**src/sss_pkg.sv**
```systemverilog
// ----------------------------------------------------------------------------
// sss_pkg: shared definitions for the sample set statistics block
// Widths, controller state type and the command and status bundles that
// join the controller to the datapath.
// ----------------------------------------------------------------------------
package sss_pkg;

	// sample set geometry
	localparam int SAMPLE_W    = 16;
	localparam int MAX_SAMPLES = 16;
	localparam int COUNT_W     = $clog2(MAX_SAMPLES + 1);
	localparam int FRAC_W      = 8;

	// accumulator widths
	localparam int SUM_W   = SAMPLE_W + COUNT_W;
	localparam int ABS_W   = SUM_W - 1;
	localparam int SUMSQ_W = 2 * SAMPLE_W + COUNT_W - 2;
	localparam int PROD_W  = COUNT_W + SUMSQ_W;

	// result widths
	localparam int MEAN_W = 24;
	localparam int VAR_W  = 39;
	localparam int STD_W  = 24;

	// divider: dividend is the scaled variance numerator (or scaled |sum| for the mean), divisor is n*n (or n)
	localparam int DIV_W  = VAR_W + FRAC_W;
	localparam int DVR_W  = 2 * COUNT_W - 1;
	localparam int DCNT_W = $clog2(DIV_W + 1);

	// square root: radicand is the variance scaled by another 8 fraction bits
	localparam int ROOT_W = STD_W;
	localparam int RAD_W  = 2 * ROOT_W;
	localparam int SREM_W = ROOT_W + 2;
	localparam int SCNT_W = $clog2(ROOT_W + 1);

	// controller states
	typedef enum logic [2:0] {
		ST_ACCUM,
		ST_PROD,
		ST_NUM,
		ST_MEAN,
		ST_VAR,
		ST_ROOT,
		ST_OUT
	} state_t;

	// controller to datapath
	typedef struct packed {
		logic in_open;
		logic ld_prod;
		logic ld_num;
		logic div_start;
		logic div_sel_var;
		logic ld_mean;
		logic ld_var;
		logic sqrt_start;
		logic ld_std;
		logic ld_out;
	} cmd_t;

	// datapath to controller
	typedef struct packed {
		logic last_acc;
		logic div_done;
		logic sqrt_done;
		logic out_free;
	} sts_t;

endpackage

```
**src/sss_sample_if.sv**
```systemverilog
// ----------------------------------------------------------------------------
// sss_sample_if: sample channel
// Valid/ready channel carrying one signed sample and its end-of-set flag.
// ----------------------------------------------------------------------------
interface sss_sample_if;
	import sss_pkg::*;

	logic                       valid;
	logic                       ready;
	logic signed [SAMPLE_W-1:0] sample;
	logic                       last_sample;

	modport source (output valid, output sample, output last_sample, input ready);
	modport sink   (input valid, input sample, input last_sample, output ready);

endinterface

```
**src/sss_stats_if.sv**
```systemverilog
// ----------------------------------------------------------------------------
// sss_stats_if: statistics channel
// Valid/ready channel carrying the statistics of one completed sample set.
// ----------------------------------------------------------------------------
interface sss_stats_if;
	import sss_pkg::*;

	logic                       valid;
	logic                       ready;
	logic [COUNT_W-1:0]         sample_count;
	logic signed [SAMPLE_W-1:0] minimum;
	logic signed [SAMPLE_W-1:0] maximum;
	logic signed [MEAN_W-1:0]   mean_q8;
	logic [VAR_W-1:0]           variance_q8;
	logic [STD_W-1:0]           std_dev_q8;

	modport source (
		output valid, output sample_count, output minimum, output maximum,
		output mean_q8, output variance_q8, output std_dev_q8, input ready
	);
	modport sink (
		input valid, input sample_count, input minimum, input maximum,
		input mean_q8, input variance_q8, input std_dev_q8, output ready
	);

endinterface

```
**src/sss_div.sv**
```systemverilog
// ----------------------------------------------------------------------------
// sss_div: iterative unsigned divider
// Restoring division, one quotient bit per cycle. Pulses done as the last
// bit is registered; quotient and remainder flag then hold until restart.
// ----------------------------------------------------------------------------
module sss_div (
	input  logic                      clk,
	input  logic                      arst_n,
	input  logic                      start,
	input  logic [sss_pkg::DIV_W-1:0] dividend,
	input  logic [sss_pkg::DVR_W-1:0] divisor,
	output logic [sss_pkg::DIV_W-1:0] quot,
	output logic                      rem_nz,
	output logic                      done
);
	import sss_pkg::*;

	logic [DIV_W-1:0]  qd_q;
	logic [DVR_W-1:0]  rem_q;
	logic [DVR_W-1:0]  dvr_q;
	logic [DCNT_W-1:0] cnt_q;
	logic              done_q;
	logic [DVR_W:0]    trial;
	logic [DVR_W:0]    diff;
	logic              ge;

	// trial subtract of the divisor from the shifted partial remainder
	assign trial = {rem_q, qd_q[DIV_W-1]};
	assign diff  = trial - {1'b0, dvr_q};
	assign ge    = trial >= {1'b0, dvr_q};

	// iteration counter and completion flag
	always_ff @(posedge clk or negedge arst_n) begin
		if (!arst_n) begin
			cnt_q  <= '0;
			done_q <= 1'b0;
		end else begin
			done_q <= 1'b0;
			if (start) begin
				cnt_q <= DCNT_W'(DIV_W);
			end else if (cnt_q != '0) begin
				cnt_q <= cnt_q - DCNT_W'(1);
				if (cnt_q == DCNT_W'(1)) begin
					done_q <= 1'b1;
				end
			end
		end
	end

	// quotient shifts in from the bottom as the dividend shifts out the top
	always_ff @(posedge clk) begin
		if (start) begin
			qd_q  <= dividend;
			rem_q <= '0;
			dvr_q <= divisor;
		end else if (cnt_q != '0) begin
			rem_q <= ge ? diff[DVR_W-1:0] : trial[DVR_W-1:0];
			qd_q  <= {qd_q[DIV_W-2:0], ge};
		end
	end

	assign quot   = qd_q;
	assign rem_nz = |rem_q;
	assign done   = done_q;

endmodule

```
**src/sss_isqrt.sv**
```systemverilog
// ----------------------------------------------------------------------------
// sss_isqrt: iterative integer square root
// Digit-by-digit root, one result bit per cycle, floor of the exact root.
// Pulses done as the last bit is registered.
// ----------------------------------------------------------------------------
module sss_isqrt (
	input  logic                       clk,
	input  logic                       arst_n,
	input  logic                       start,
	input  logic [sss_pkg::RAD_W-1:0]  radicand,
	output logic [sss_pkg::ROOT_W-1:0] root,
	output logic                       done
);
	import sss_pkg::*;

	logic [RAD_W-1:0]    rad_q;
	logic [SREM_W-1:0]   rem_q;
	logic [ROOT_W-1:0]   root_q;
	logic [SCNT_W-1:0]   cnt_q;
	logic                done_q;
	logic [SREM_W+1:0]   trial;
	logic [SREM_W+1:0]   sub;
	logic [SREM_W+1:0]   diff;
	logic                ge;

	// bring down two radicand bits and try 4*root + 1
	assign trial = {rem_q, rad_q[RAD_W-1 -: 2]};
	assign sub   = {2'b00, root_q, 2'b01};
	assign diff  = trial - sub;
	assign ge    = trial >= sub;

	// iteration counter and completion flag
	always_ff @(posedge clk or negedge arst_n) begin
		if (!arst_n) begin
			cnt_q  <= '0;
			done_q <= 1'b0;
		end else begin
			done_q <= 1'b0;
			if (start) begin
				cnt_q <= SCNT_W'(ROOT_W);
			end else if (cnt_q != '0) begin
				cnt_q <= cnt_q - SCNT_W'(1);
				if (cnt_q == SCNT_W'(1)) begin
					done_q <= 1'b1;
				end
			end
		end
	end

	// root and remainder update
	always_ff @(posedge clk) begin
		if (start) begin
			rad_q  <= radicand;
			rem_q  <= '0;
			root_q <= '0;
		end else if (cnt_q != '0) begin
			rem_q  <= ge ? diff[SREM_W-1:0] : trial[SREM_W-1:0];
			root_q <= {root_q[ROOT_W-2:0], ge};
			rad_q  <= {rad_q[RAD_W-3:0], 2'b00};
		end
	end

	assign root = root_q;
	assign done = done_q;

endmodule

```
**src/sss_dp.sv**
```systemverilog
// ----------------------------------------------------------------------------
// sss_dp: statistics datapath
// Per-sample accumulators, the final products, the shared divider, the
// square root unit and the output register.
// ----------------------------------------------------------------------------
module sss_dp (
	input  logic          clk,
	input  logic          arst_n,
	input  sss_pkg::cmd_t cmd,
	output sss_pkg::sts_t sts,
	sss_sample_if.sink    samples,
	sss_stats_if.source   stats
);
	import sss_pkg::*;

	logic [COUNT_W-1:0]         count_q;
	logic signed [SAMPLE_W-1:0] min_q;
	logic signed [SAMPLE_W-1:0] max_q;
	logic signed [SUM_W-1:0]    sum_q;
	logic [SUMSQ_W-1:0]         sumsq_q;

	logic                         accept;
	logic                         has_room;
	logic signed [2*SAMPLE_W-1:0] sq;

	logic [SUM_W-1:0]     sum_mag;
	logic                 sum_neg;
	logic [PROD_W-1:0]    prod_q;
	logic [2*ABS_W-1:0]   sum2_q;
	logic [PROD_W-1:0]    num_full;
	logic [VAR_W-1:0]     num_q;
	logic [2*COUNT_W-1:0] nsq;

	logic [DIV_W-1:0] div_dividend;
	logic [DVR_W-1:0] div_divisor;
	logic [DIV_W-1:0] div_quot;
	logic             div_rem_nz;
	logic             div_done;
	logic [RAD_W-1:0] radicand;
	logic [ROOT_W-1:0] root;
	logic             sqrt_done;

	logic [MEAN_W:0]          mean_mag;
	logic signed [MEAN_W-1:0] mean_q;
	logic [VAR_W-1:0]         var_q;
	logic [STD_W-1:0]         std_q;
	logic                     out_valid_q;

	// input transaction
	assign samples.ready = cmd.in_open;
	assign accept        = samples.valid && samples.ready;
	assign has_room      = count_q < COUNT_W'(MAX_SAMPLES);
	assign sq            = samples.sample * samples.sample;

	// accumulators, cleared when the report is taken into the output register
	always_ff @(posedge clk or negedge arst_n) begin
		if (!arst_n) begin
			count_q <= '0;
			min_q   <= {1'b0, {(SAMPLE_W-1){1'b1}}};
			max_q   <= {1'b1, {(SAMPLE_W-1){1'b0}}};
			sum_q   <= '0;
			sumsq_q <= '0;
		end else if (cmd.ld_out) begin
			count_q <= '0;
			min_q   <= {1'b0, {(SAMPLE_W-1){1'b1}}};
			max_q   <= {1'b1, {(SAMPLE_W-1){1'b0}}};
			sum_q   <= '0;
			sumsq_q <= '0;
		end else if (accept && has_room) begin
			count_q <= count_q + COUNT_W'(1);
			if (samples.sample < min_q) begin
				min_q <= samples.sample;
			end
			if (samples.sample > max_q) begin
				max_q <= samples.sample;
			end
			sum_q   <= sum_q + SUM_W'(samples.sample);
			sumsq_q <= sumsq_q + SUMSQ_W'(sq[2*SAMPLE_W-2:0]);
		end
	end

	// magnitude of the sum and n squared
	assign sum_neg = sum_q[SUM_W-1];
	assign sum_mag = sum_neg ? SUM_W'(-sum_q) : SUM_W'(sum_q);
	assign nsq     = count_q * count_q;

	// n*sumsq and sum^2, then their difference
	assign num_full = prod_q - PROD_W'(sum2_q);

	always_ff @(posedge clk) begin
		if (cmd.ld_prod) begin
			prod_q <= count_q * sumsq_q;
			sum2_q <= sum_mag[ABS_W-1:0] * sum_mag[ABS_W-1:0];
		end
		if (cmd.ld_num) begin
			num_q <= num_full[VAR_W-1:0];
		end
	end

	// shared divider: scaled |sum| by n, then scaled numerator by n*n
	assign div_dividend = cmd.div_sel_var ? {num_q, FRAC_W'(0)}
	                                      : DIV_W'({sum_mag[ABS_W-1:0], FRAC_W'(0)});
	assign div_divisor  = cmd.div_sel_var ? nsq[DVR_W-1:0] : DVR_W'(count_q);

	sss_div u_div (
		.clk      (clk),
		.arst_n   (arst_n),
		.start    (cmd.div_start),
		.dividend (div_dividend),
		.divisor  (div_divisor),
		.quot     (div_quot),
		.rem_nz   (div_rem_nz),
		.done     (div_done)
	);

	// root of the variance with eight more fraction bits
	assign radicand = RAD_W'({div_quot[VAR_W-1:0], FRAC_W'(0)});

	sss_isqrt u_isqrt (
		.clk      (clk),
		.arst_n   (arst_n),
		.start    (cmd.sqrt_start),
		.radicand (radicand),
		.root     (root),
		.done     (sqrt_done)
	);

	// floor of a negative mean rounds the magnitude up on a remainder
	assign mean_mag = {1'b0, div_quot[MEAN_W-1:0]} + (MEAN_W+1)'(div_rem_nz && sum_neg);

	// result registers
	always_ff @(posedge clk) begin
		if (cmd.ld_mean) begin
			mean_q <= sum_neg ? MEAN_W'(-mean_mag) : mean_mag[MEAN_W-1:0];
		end
		if (cmd.ld_var) begin
			var_q <= div_quot[VAR_W-1:0];
		end
		if (cmd.ld_std) begin
			std_q <= root;
		end
	end

	// output register payload
	always_ff @(posedge clk) begin
		if (cmd.ld_out) begin
			stats.sample_count <= count_q;
			stats.minimum      <= min_q;
			stats.maximum      <= max_q;
			stats.mean_q8      <= mean_q;
			stats.variance_q8  <= var_q;
			stats.std_dev_q8   <= std_q;
		end
	end

	// output valid
	always_ff @(posedge clk or negedge arst_n) begin
		if (!arst_n) begin
			out_valid_q <= 1'b0;
		end else if (cmd.ld_out) begin
			out_valid_q <= 1'b1;
		end else if (stats.ready) begin
			out_valid_q <= 1'b0;
		end
	end

	assign stats.valid = out_valid_q;

	// status to the controller
	always_comb begin
		sts.last_acc  = accept && samples.last_sample;
		sts.div_done  = div_done;
		sts.sqrt_done = sqrt_done;
		sts.out_free  = !out_valid_q || stats.ready;
	end

endmodule

```
**src/sss_ctrl.sv**
```systemverilog
// ----------------------------------------------------------------------------
// sss_ctrl: statistics controller
// Sequences accumulation, the final products, the two divisions, the root
// and the hand-over to the output register.
// ----------------------------------------------------------------------------
module sss_ctrl (
	input  logic          clk,
	input  logic          arst_n,
	input  sss_pkg::sts_t sts,
	output sss_pkg::cmd_t cmd
);
	import sss_pkg::*;

	state_t state_q;
	state_t state_nxt;

	// state register
	always_ff @(posedge clk or negedge arst_n) begin
		if (!arst_n) begin
			state_q <= ST_ACCUM;
		end else begin
			state_q <= state_nxt;
		end
	end

	// next state
	always_comb begin
		state_nxt = state_q;
		unique case (state_q)
			ST_ACCUM: begin
				if (sts.last_acc) begin
					state_nxt = ST_PROD;
				end
			end
			ST_PROD: state_nxt = ST_NUM;
			ST_NUM:  state_nxt = ST_MEAN;
			ST_MEAN: begin
				if (sts.div_done) begin
					state_nxt = ST_VAR;
				end
			end
			ST_VAR: begin
				if (sts.div_done) begin
					state_nxt = ST_ROOT;
				end
			end
			ST_ROOT: begin
				if (sts.sqrt_done) begin
					state_nxt = ST_OUT;
				end
			end
			ST_OUT: begin
				if (sts.out_free) begin
					state_nxt = ST_ACCUM;
				end
			end
			default: state_nxt = ST_ACCUM;
		endcase
	end

	// commands
	always_comb begin
		cmd = '0;
		unique case (state_q)
			ST_ACCUM: cmd.in_open = 1'b1;
			ST_PROD:  cmd.ld_prod = 1'b1;
			ST_NUM: begin
				cmd.ld_num    = 1'b1;
				cmd.div_start = 1'b1;
			end
			ST_MEAN: begin
				if (sts.div_done) begin
					cmd.ld_mean     = 1'b1;
					cmd.div_start   = 1'b1;
					cmd.div_sel_var = 1'b1;
				end
			end
			ST_VAR: begin
				cmd.div_sel_var = 1'b1;
				if (sts.div_done) begin
					cmd.ld_var     = 1'b1;
					cmd.sqrt_start = 1'b1;
				end
			end
			ST_ROOT: begin
				if (sts.sqrt_done) begin
					cmd.ld_std = 1'b1;
				end
			end
			ST_OUT: begin
				if (sts.out_free) begin
					cmd.ld_out = 1'b1;
				end
			end
			default: cmd = '0;
		endcase
	end

endmodule

```
**src/sample_set_statistics.sv**
```systemverilog
// ----------------------------------------------------------------------------
// sample_set_statistics: min, max, mean, variance and deviation of a set
// Accumulates signed samples and reports the statistics of each set.
// ----------------------------------------------------------------------------
// Samples are taken one per clock while a set is being gathered; up to 16
// samples are kept and further ones, the flagged last sample among them,
// are dropped. The transaction that carries last_sample closes the set,
// after which the sample channel is held off while the products are formed,
// a shared bit-serial divider makes two passes (for the mean and the
// variance), the bit-serial square root runs and the report is handed over
// to the output register.
// The report then moves into an output register and the next set can start
// at once, while the report waits to be taken; a report only stalls the
// block if the previous one has still not been taken when the next finishes.
// Mean, variance and deviation carry 8 fraction bits and are truncated,
// the mean towards negative infinity.
// ----------------------------------------------------------------------------
module sample_set_statistics (
	input  logic        clk,
	input  logic        arst_n,
	sss_sample_if.sink  samples,
	sss_stats_if.source stats
);
	import sss_pkg::*;

	cmd_t cmd;
	sts_t sts;

	// sequencing
	sss_ctrl u_ctrl (
		.clk    (clk),
		.arst_n (arst_n),
		.sts    (sts),
		.cmd    (cmd)
	);

	// accumulation and arithmetic
	sss_dp u_dp (
		.clk     (clk),
		.arst_n  (arst_n),
		.cmd     (cmd),
		.sts     (sts),
		.samples (samples),
		.stats   (stats)
	);

endmodule
```
**src/flat_wrapper.sv**
```systemverilog
// flat-port wrapper written by rule: the top's interface ports become plain ports
module sample_set_statistics_flat import sss_pkg::*;
  (clk, arst_n, samples_valid, samples_sample, samples_last_sample, samples_ready, stats_valid, stats_sample_count, stats_minimum, stats_maximum, stats_mean_q8, stats_variance_q8, stats_std_dev_q8, stats_ready);
  sss_sample_if samples_i ();
  sss_stats_if stats_i ();
  input  logic clk;
  input  logic arst_n;
  input wire logic [$bits(samples_i.valid)-1:0] samples_valid;
  input wire logic [$bits(samples_i.sample)-1:0] samples_sample;
  input wire logic [$bits(samples_i.last_sample)-1:0] samples_last_sample;
  output wire logic [$bits(samples_i.ready)-1:0] samples_ready;
  output wire logic [$bits(stats_i.valid)-1:0] stats_valid;
  output wire logic [$bits(stats_i.sample_count)-1:0] stats_sample_count;
  output wire logic [$bits(stats_i.minimum)-1:0] stats_minimum;
  output wire logic [$bits(stats_i.maximum)-1:0] stats_maximum;
  output wire logic [$bits(stats_i.mean_q8)-1:0] stats_mean_q8;
  output wire logic [$bits(stats_i.variance_q8)-1:0] stats_variance_q8;
  output wire logic [$bits(stats_i.std_dev_q8)-1:0] stats_std_dev_q8;
  input wire logic [$bits(stats_i.ready)-1:0] stats_ready;
  assign samples_i.valid = samples_valid;
  assign samples_i.sample = samples_sample;
  assign samples_i.last_sample = samples_last_sample;
  assign samples_ready = samples_i.ready;
  assign stats_valid = stats_i.valid;
  assign stats_sample_count = stats_i.sample_count;
  assign stats_minimum = stats_i.minimum;
  assign stats_maximum = stats_i.maximum;
  assign stats_mean_q8 = stats_i.mean_q8;
  assign stats_variance_q8 = stats_i.variance_q8;
  assign stats_std_dev_q8 = stats_i.std_dev_q8;
  assign stats_i.ready = stats_ready;
  sample_set_statistics u_core (.clk(clk), .arst_n(arst_n), .samples(samples_i), .stats(stats_i));
endmodule
```
**config.mk**
```make
export PLATFORM = sky130hd
export DESIGN_NAME = sample_set_statistics_flat
export DESIGN_NICKNAME = d
export VERILOG_FILES = /design/src/sss_pkg.sv /design/src/sss_sample_if.sv /design/src/sss_stats_if.sv /design/src/sss_div.sv /design/src/sss_isqrt.sv /design/src/sss_dp.sv /design/src/sss_ctrl.sv /design/src/sample_set_statistics.sv /design/src/flat_wrapper.sv
export SDC_FILE = /design/constraint.sdc
export NUM_CORES = 2
export LEC_CHECK = 0
export BUFFER_PORTS_ARGS = -buffer_cell sky130_fd_sc_hd__buf_4
export CAP_MARGIN = 40
export CORE_MARGIN = 2
export CORE_UTILIZATION = 50
export CTS_CLUSTER_DIAMETER = 30
export DETAILED_ROUTE_END_ITERATION = 10
export HOLD_SLACK_MARGIN = 0.15
export PLACE_DENSITY = 0.77
export SLEW_MARGIN = 5
export SYNTH_ARGS = -nofsm -noshare
export SYNTH_HDL_FRONTEND = slang
export SYNTH_HIERARCHICAL = 1
export SYNTH_SLANG_ARGS = --single-unit
```
**constraint.sdc**
```tcl
create_clock -name clk -period 14.8 [get_ports clk]
set_input_delay 1.48 -clock clk [delete_from_list [all_inputs] [get_ports clk]]
set_output_delay 1.48 -clock clk [all_outputs]
set_load 0.01 [all_outputs]
```
### Word level (Yosys, flattened, before mapping)

Index checks and enable logic that the tools add are counted.

* output and inout bits: 126
* bits in registers: 593
* bits of input ports: 21

* multiplexer cells: 53
* reductions and logical operators: 19
* $mul: 4
* $lt $le $gt $ge: 5
* $add $sub $neg: 11
* equal/unequal tests: 13

Operators with widths (number)
* $mux W47: 5
* $mux W16: 6
* $mux W35: 2
* $mux W21: 2
* $mul A20 B20 Y39: 1
* $mul A5 B35 Y39: 1
* $sub A39 B39 Y39: 1
* $add A35 B31 Y35: 1
* $mul A16 B16 Y31: 1
* $ge A28 B26 Y1: 1
* $mux W26: 1
* $sub A26 B26 Y26: 1
* $mux W5: 5
* $add A24 B1 Y24: 1
* $mux W24: 1
* $neg A24 Y24: 1
* $add A21 B16 Y21: 1
* $pmux W3 S7: 1
* $mux W20: 1
* $neg A20 Y20: 1
* $mux W3: 6
* $gt A16 B16 Y1: 1
* $lt A16 B16 Y1: 1
* $mux W1: 16
* other kinds (28): 46

### Longest topological paths before layout

* word-level depth: 6
* mapped depth: 35

### Modules after synthesis

The synthesis kept the hierarchy.

By module, submodules not included
* sss_dp: instances 1, area an instance 46213.1 µm², cells an instance 4642
* sss_isqrt: instances 1, area an instance 5639.2 µm², cells an instance 560
* sss_div: instances 1, area an instance 3449.6 µm², cells an instance 243
* sss_ctrl: instances 1, area an instance 251.5 µm², cells an instance 34

### Worst setup path after synthesis

No wires, ideal clock.

* kind: input-to-reg
* start: input stats_ready
* end: register u_core.u_dp.min_q[15]
* data required time: 14.674 ns
* arrival time: 12.732 ns
* path buffers: 1
* slack: 1.942 ns
* cell stages on the path: 7
* cell sequence: nand2b_1 -> nand2_1 -> nor3b_1 -> inv_1 -> nand3_2 -> buf_2 -> o22ai_1

RTL lines
* start: declaration: RTL line flat_wrapper.sv:19 `input wire logic [$bits(stats_i.ready)-1:0] stats_ready;`
* end signal: assignment: RTL line sss_dp.sv:59 `min_q <= {1'b0, {(SAMPLE_W-1){1'b1}}};`
* end signal: assignment: RTL line sss_dp.sv:65 `min_q <= {1'b0, {(SAMPLE_W-1){1'b1}}};`
* end signal: assignment: RTL line sss_dp.sv:72 `min_q <= samples.sample;`
* end: declaration: RTL line sss_dp.sv:17 `logic signed [SAMPLE_W-1:0] min_q;`

### Worst setup path in the final report

* start: register u_core.u_dp.sum_q[0]
* end: register u_core.u_dp.sum2_q[36], data pin

* longest elaborated chain between the ends: 3

Ends and longest elaborated chain
* start: declaration: RTL line sss_dp.sv:19 `logic signed [SUM_W-1:0] sum_q;`
* start signal: assignment: RTL line sss_dp.sv:77 `sum_q <= sum_q + SUM_W'(samples.sample);`
* $neg A20 Y20: RTL line sss_dp.sv:84 `assign sum_mag = sum_neg ? SUM_W'(-sum_q) : SUM_W'(sum_q);`
* $mux W20 (*): RTL line sss_dp.sv:84
* $mul A20 B20 Y39 (*): RTL line sss_dp.sv:93 `sum2_q <= sum_mag[ABS_W-1:0] * sum_mag[ABS_W-1:0];`
* end signal: assignment: RTL line sss_dp.sv:93
* end: declaration: RTL line sss_dp.sv:29 `logic [2*ABS_W-1:0] sum2_q;`

Mark *: on every way between the ends. The rest lies on a longest branch, timed or not.
A chain may end at the register's enable or synchronous reset.

==> run metrics <==
max_slew headroom=about two fifths; Worst Reg-to-Reg Cells=30; Die Ht=about 340 um; final setup fails=0; # IOs=147; Max Clk Rate=99.90 MHz; cell family with most CP delay=adder cells; Via density=~5.4; GRT Util Overall=between 20% and 30%; vias=38795; post-route ant nets=0; Yosys warnings=6; RSZ-0062 raised after global routing=false; final setup TNS=0 ns; status=completed; number of hold-repair buffers added at the cts stage=0; Synth Flop Type=edfxtp_1; CP max stage cell=clkinv_1; most frequent cells in the layout=inv_1 (953), fa_1 (609), nand2_1 (558); grt total ovfl=0; DRC viols=0; Setup CP Type=reg2reg; largest net degree at the start of global routing=75; Starting Density=between 50% and 60%; worst-margin pin slew=0.9221 ns; worst min path class=reg2reg; Crit path top cell by count=fa_1; Worst Setup End Kind=register; Hold Crit Depth=0; Tmin final=~10 ns; Post-Syn Instances=between 5000 and 6000; drt total wl=124700 um; Critical R2R Launch=u_core/u_dp/sum_q[0]; Pins Over Slew Limit=0; Worst R2R End=u_core/u_dp/sum2_q[36]; Post-synth ARST share=a little under a fifth; critical path peak fanout=18; dpl hpwl=about 94000 um; H-tree depth=3; post-CTS resize count=0; I/O Buffers=146; Setup Skew=slightly above 0.08 ns; Max stage delay on crit path=~0.83 ns; startpoint types=register; R2R Setup Slk=4.79 ns; Synth Register Bits=600; vias in the first global route=40518; routed len/inst=17.28 um; syn_area_per_cell=~10 um2; Max Cap Viol=0; Hold EP=u_core/u_dp/stats.mean_q8[7]; Clk Latency, worst-skew pair=between 0.7 and 0.8 ns; CTS buffer count=between 100 and 150; die width=337.3 um; initial antenna violation count=1; clock sink count=600; clock root cell=clkbuf_16; Worst Setup SP=u_core/u_dp/sum_q[0]; Post-Syn Area=0.05555 mm2; Post-synth EDFFs=approximately 430; P&R area growth vs syn=12.21%; Final #Nets=between 6000 and 7000; Required @ worst endpoint=~15 ns; final period utilization=about 68%; CTS tree=built; clk buf depth=3; Placer Congestion=between 0.9 and 1; CP arrival=10.45 ns; first-pass GRT wire length=between 200000 and 250000 um; Yosys cell types=about 120; DRT Pass-1 Iters=6; post-CTS setup buffer count=0; Iter 0 DRT Violations=2316; row count=between 100 and 150; hold path start=u_core/u_dp/mean_q[7]; commonest non-fill, non-tap cell in the layout=inv_1; Hold Fails Final Rpt=0; core area=0.1104 mm2; Die Area=around 0.11 mm2; layout cell share with drive strength beyond 1=between 10% and 20%; clock slew at reported path FFs=~0.05 ns; worst path bufs/invs=7; sequential share of the synthesized area=a little under a third
[cells in the mapped netlist (14+ instances only)]
library cell	count	share of area, %
and2_1	161	1.8
nor3_1	46	0.41
buf_2	14	0.13
nand3_1	76	0.68
xor2_1	95	1.5
xnor2_1	204	3.2
nor2b_1	33	0.37
buf_1	18	0.12
o21a_1	32	0.43
o22a_1	17	0.27
edfxtp_1	431	23
nand4_1	23	0.26
or2_2	17	0.19
nor2_1	308	2.1
dfxtp_1	59	2.1
a21oi_1	274	2.5
fa_1	609	22
o21ai_0	107	0.96
mux2_2	115	2.3
dfstp_2	16	0.76
a211oi_1	45	0.61
inv_1	954	6.4
nand2b_1	46	0.52
o21ai_1	24	0.22
dfrtp_1	94	4.2
or3_1	16	0.18
nand2_1	558	3.8
a21o_1	116	1.6
a31oi_1	30	0.34
and3_1	35	0.39
o21bai_1	29	0.39
clkbuf_1	140	0.95
ha_1	449	10
mux2i_1	46	0.83
o31ai_1	16	0.22
[metrics by stage]
step / cell area (um2) / instances / hold WS [ns] / utilization [%] / setup WS [ns]
finish: 62340 / 7217 / 0.4121 / 56.48 / 4.790
floorplan: 55610 / 5495 / 0.4003 / - / 1.942
detailed placement: 58390 / 7002 / 0.4045 / 52.91 / 4.930
CTS: 62340 / 7216 / 0.4094 / 56.48 / 4.935
global route: 62340 / 7216 / 0.4176 / 56.48 / 4.317
global placement: 58240 / 6994 / 0.4004 / 52.77 / 5.014
[kinds of logic after synthesis]
kind of cell	after synthesis	share of synthesized area, %
buffers and inverters	1144	7.883
other	1	0.006750
AO/OA/AOI/OAI	827	9.849
XOR/XNOR	304	4.860
adder cells (fa/ha/maj)	1058	32.06
flip-flops	600	30.41
AND/OR/NAND/NOR	1382	11.72
multiplexers	163	3.207
[flip-flops by register name (all words and copies together) (netlist names), 6 cells and up]
signal	count
u_core/u_dp/mean_q	24
u_core/u_dp/u_div/quot	47
u_core/u_dp/prod_q	39
u_core/u_dp/u_div/rem_q	9
u_core/u_dp/u_div/cnt_q	6
u_core/u_dp/u_isqrt/root	24
u_core/u_dp/u_isqrt/rem_q	26
u_core/u_dp/max_q	16
u_core/u_dp/stats.minimum	16
u_core/u_dp/stats.variance_q8	39
u_core/u_dp/stats.std_dev_q8	24
u_core/u_dp/sumsq_q	35
u_core/u_dp/num_q	39
u_core/u_dp/std_q	24
u_core/u_dp/u_isqrt/rad_q	48
u_core/u_dp/min_q	16
u_core/u_dp/sum2_q	38
u_core/u_dp/stats.maximum	16
u_core/u_dp/sum_q	21
u_core/u_dp/var_q	39
u_core/u_dp/u_div/dvr_q	9
u_core/u_dp/stats.mean_q8	24
[worst reg2reg max path: cells and delay by family, from the launching register on]
| kind | cells | cell delay [ns] |
|---|---|---|
| flops | 1 | 0.80 |
| compound gates | 9 | 1.73 |
| fa+ha+maj | 9 | 4.37 |
| simple gates | 3 | 0.97 |
| buf+inv | 7 | 1.68 |
| xor+xnor | 2 | 0.23 |
[worst max-delay path by stage]
stage | to | slack (ns) | depth (start not counted)
2_1_floorplan | u_core/u_dp/min_q[15] | 1.94 | 7
3_3_place_gp | u_core/u_dp/sum2_q[38] | 5.01 | 30
3_5_place_dp | u_core/u_dp/sumsq_q[32] | 4.93 | 31
4_1_cts | u_core/u_dp/sum2_q[36] | 4.93 | 30
5_1_grt | u_core/u_dp/sum2_q[38] | 4.32 | 30
6_report | u_core/u_dp/sum2_q[36] | 4.79 | 30
[layout make-up]
type / count / area, um2
well taps: 1488 / 1862
diodes: 1 / 2.502
clock buffers: 132 / 2980
inverters: 961 / 3607
flip-flops and latches: 600 / 16900
repair buffers: 202 / 1602
clock inverters: 82 / 967.2
multi-input cells: 3751 / 34420
fillers: 9167 / 48020
[metal layers]
layer	part of all wire [%]	vias to the layer above	GRT usage, %
met2	49	1154	38.60
met3	5.3	232	3.103
met1	42	19121	28.82
li1	-	18288	-
met5	0	-	0
met4	3.1	0	7.789
Power is left out: the tool's default activity adds up to more than one toggle a clock period on the data nets, which glitch-free logic cannot reach.
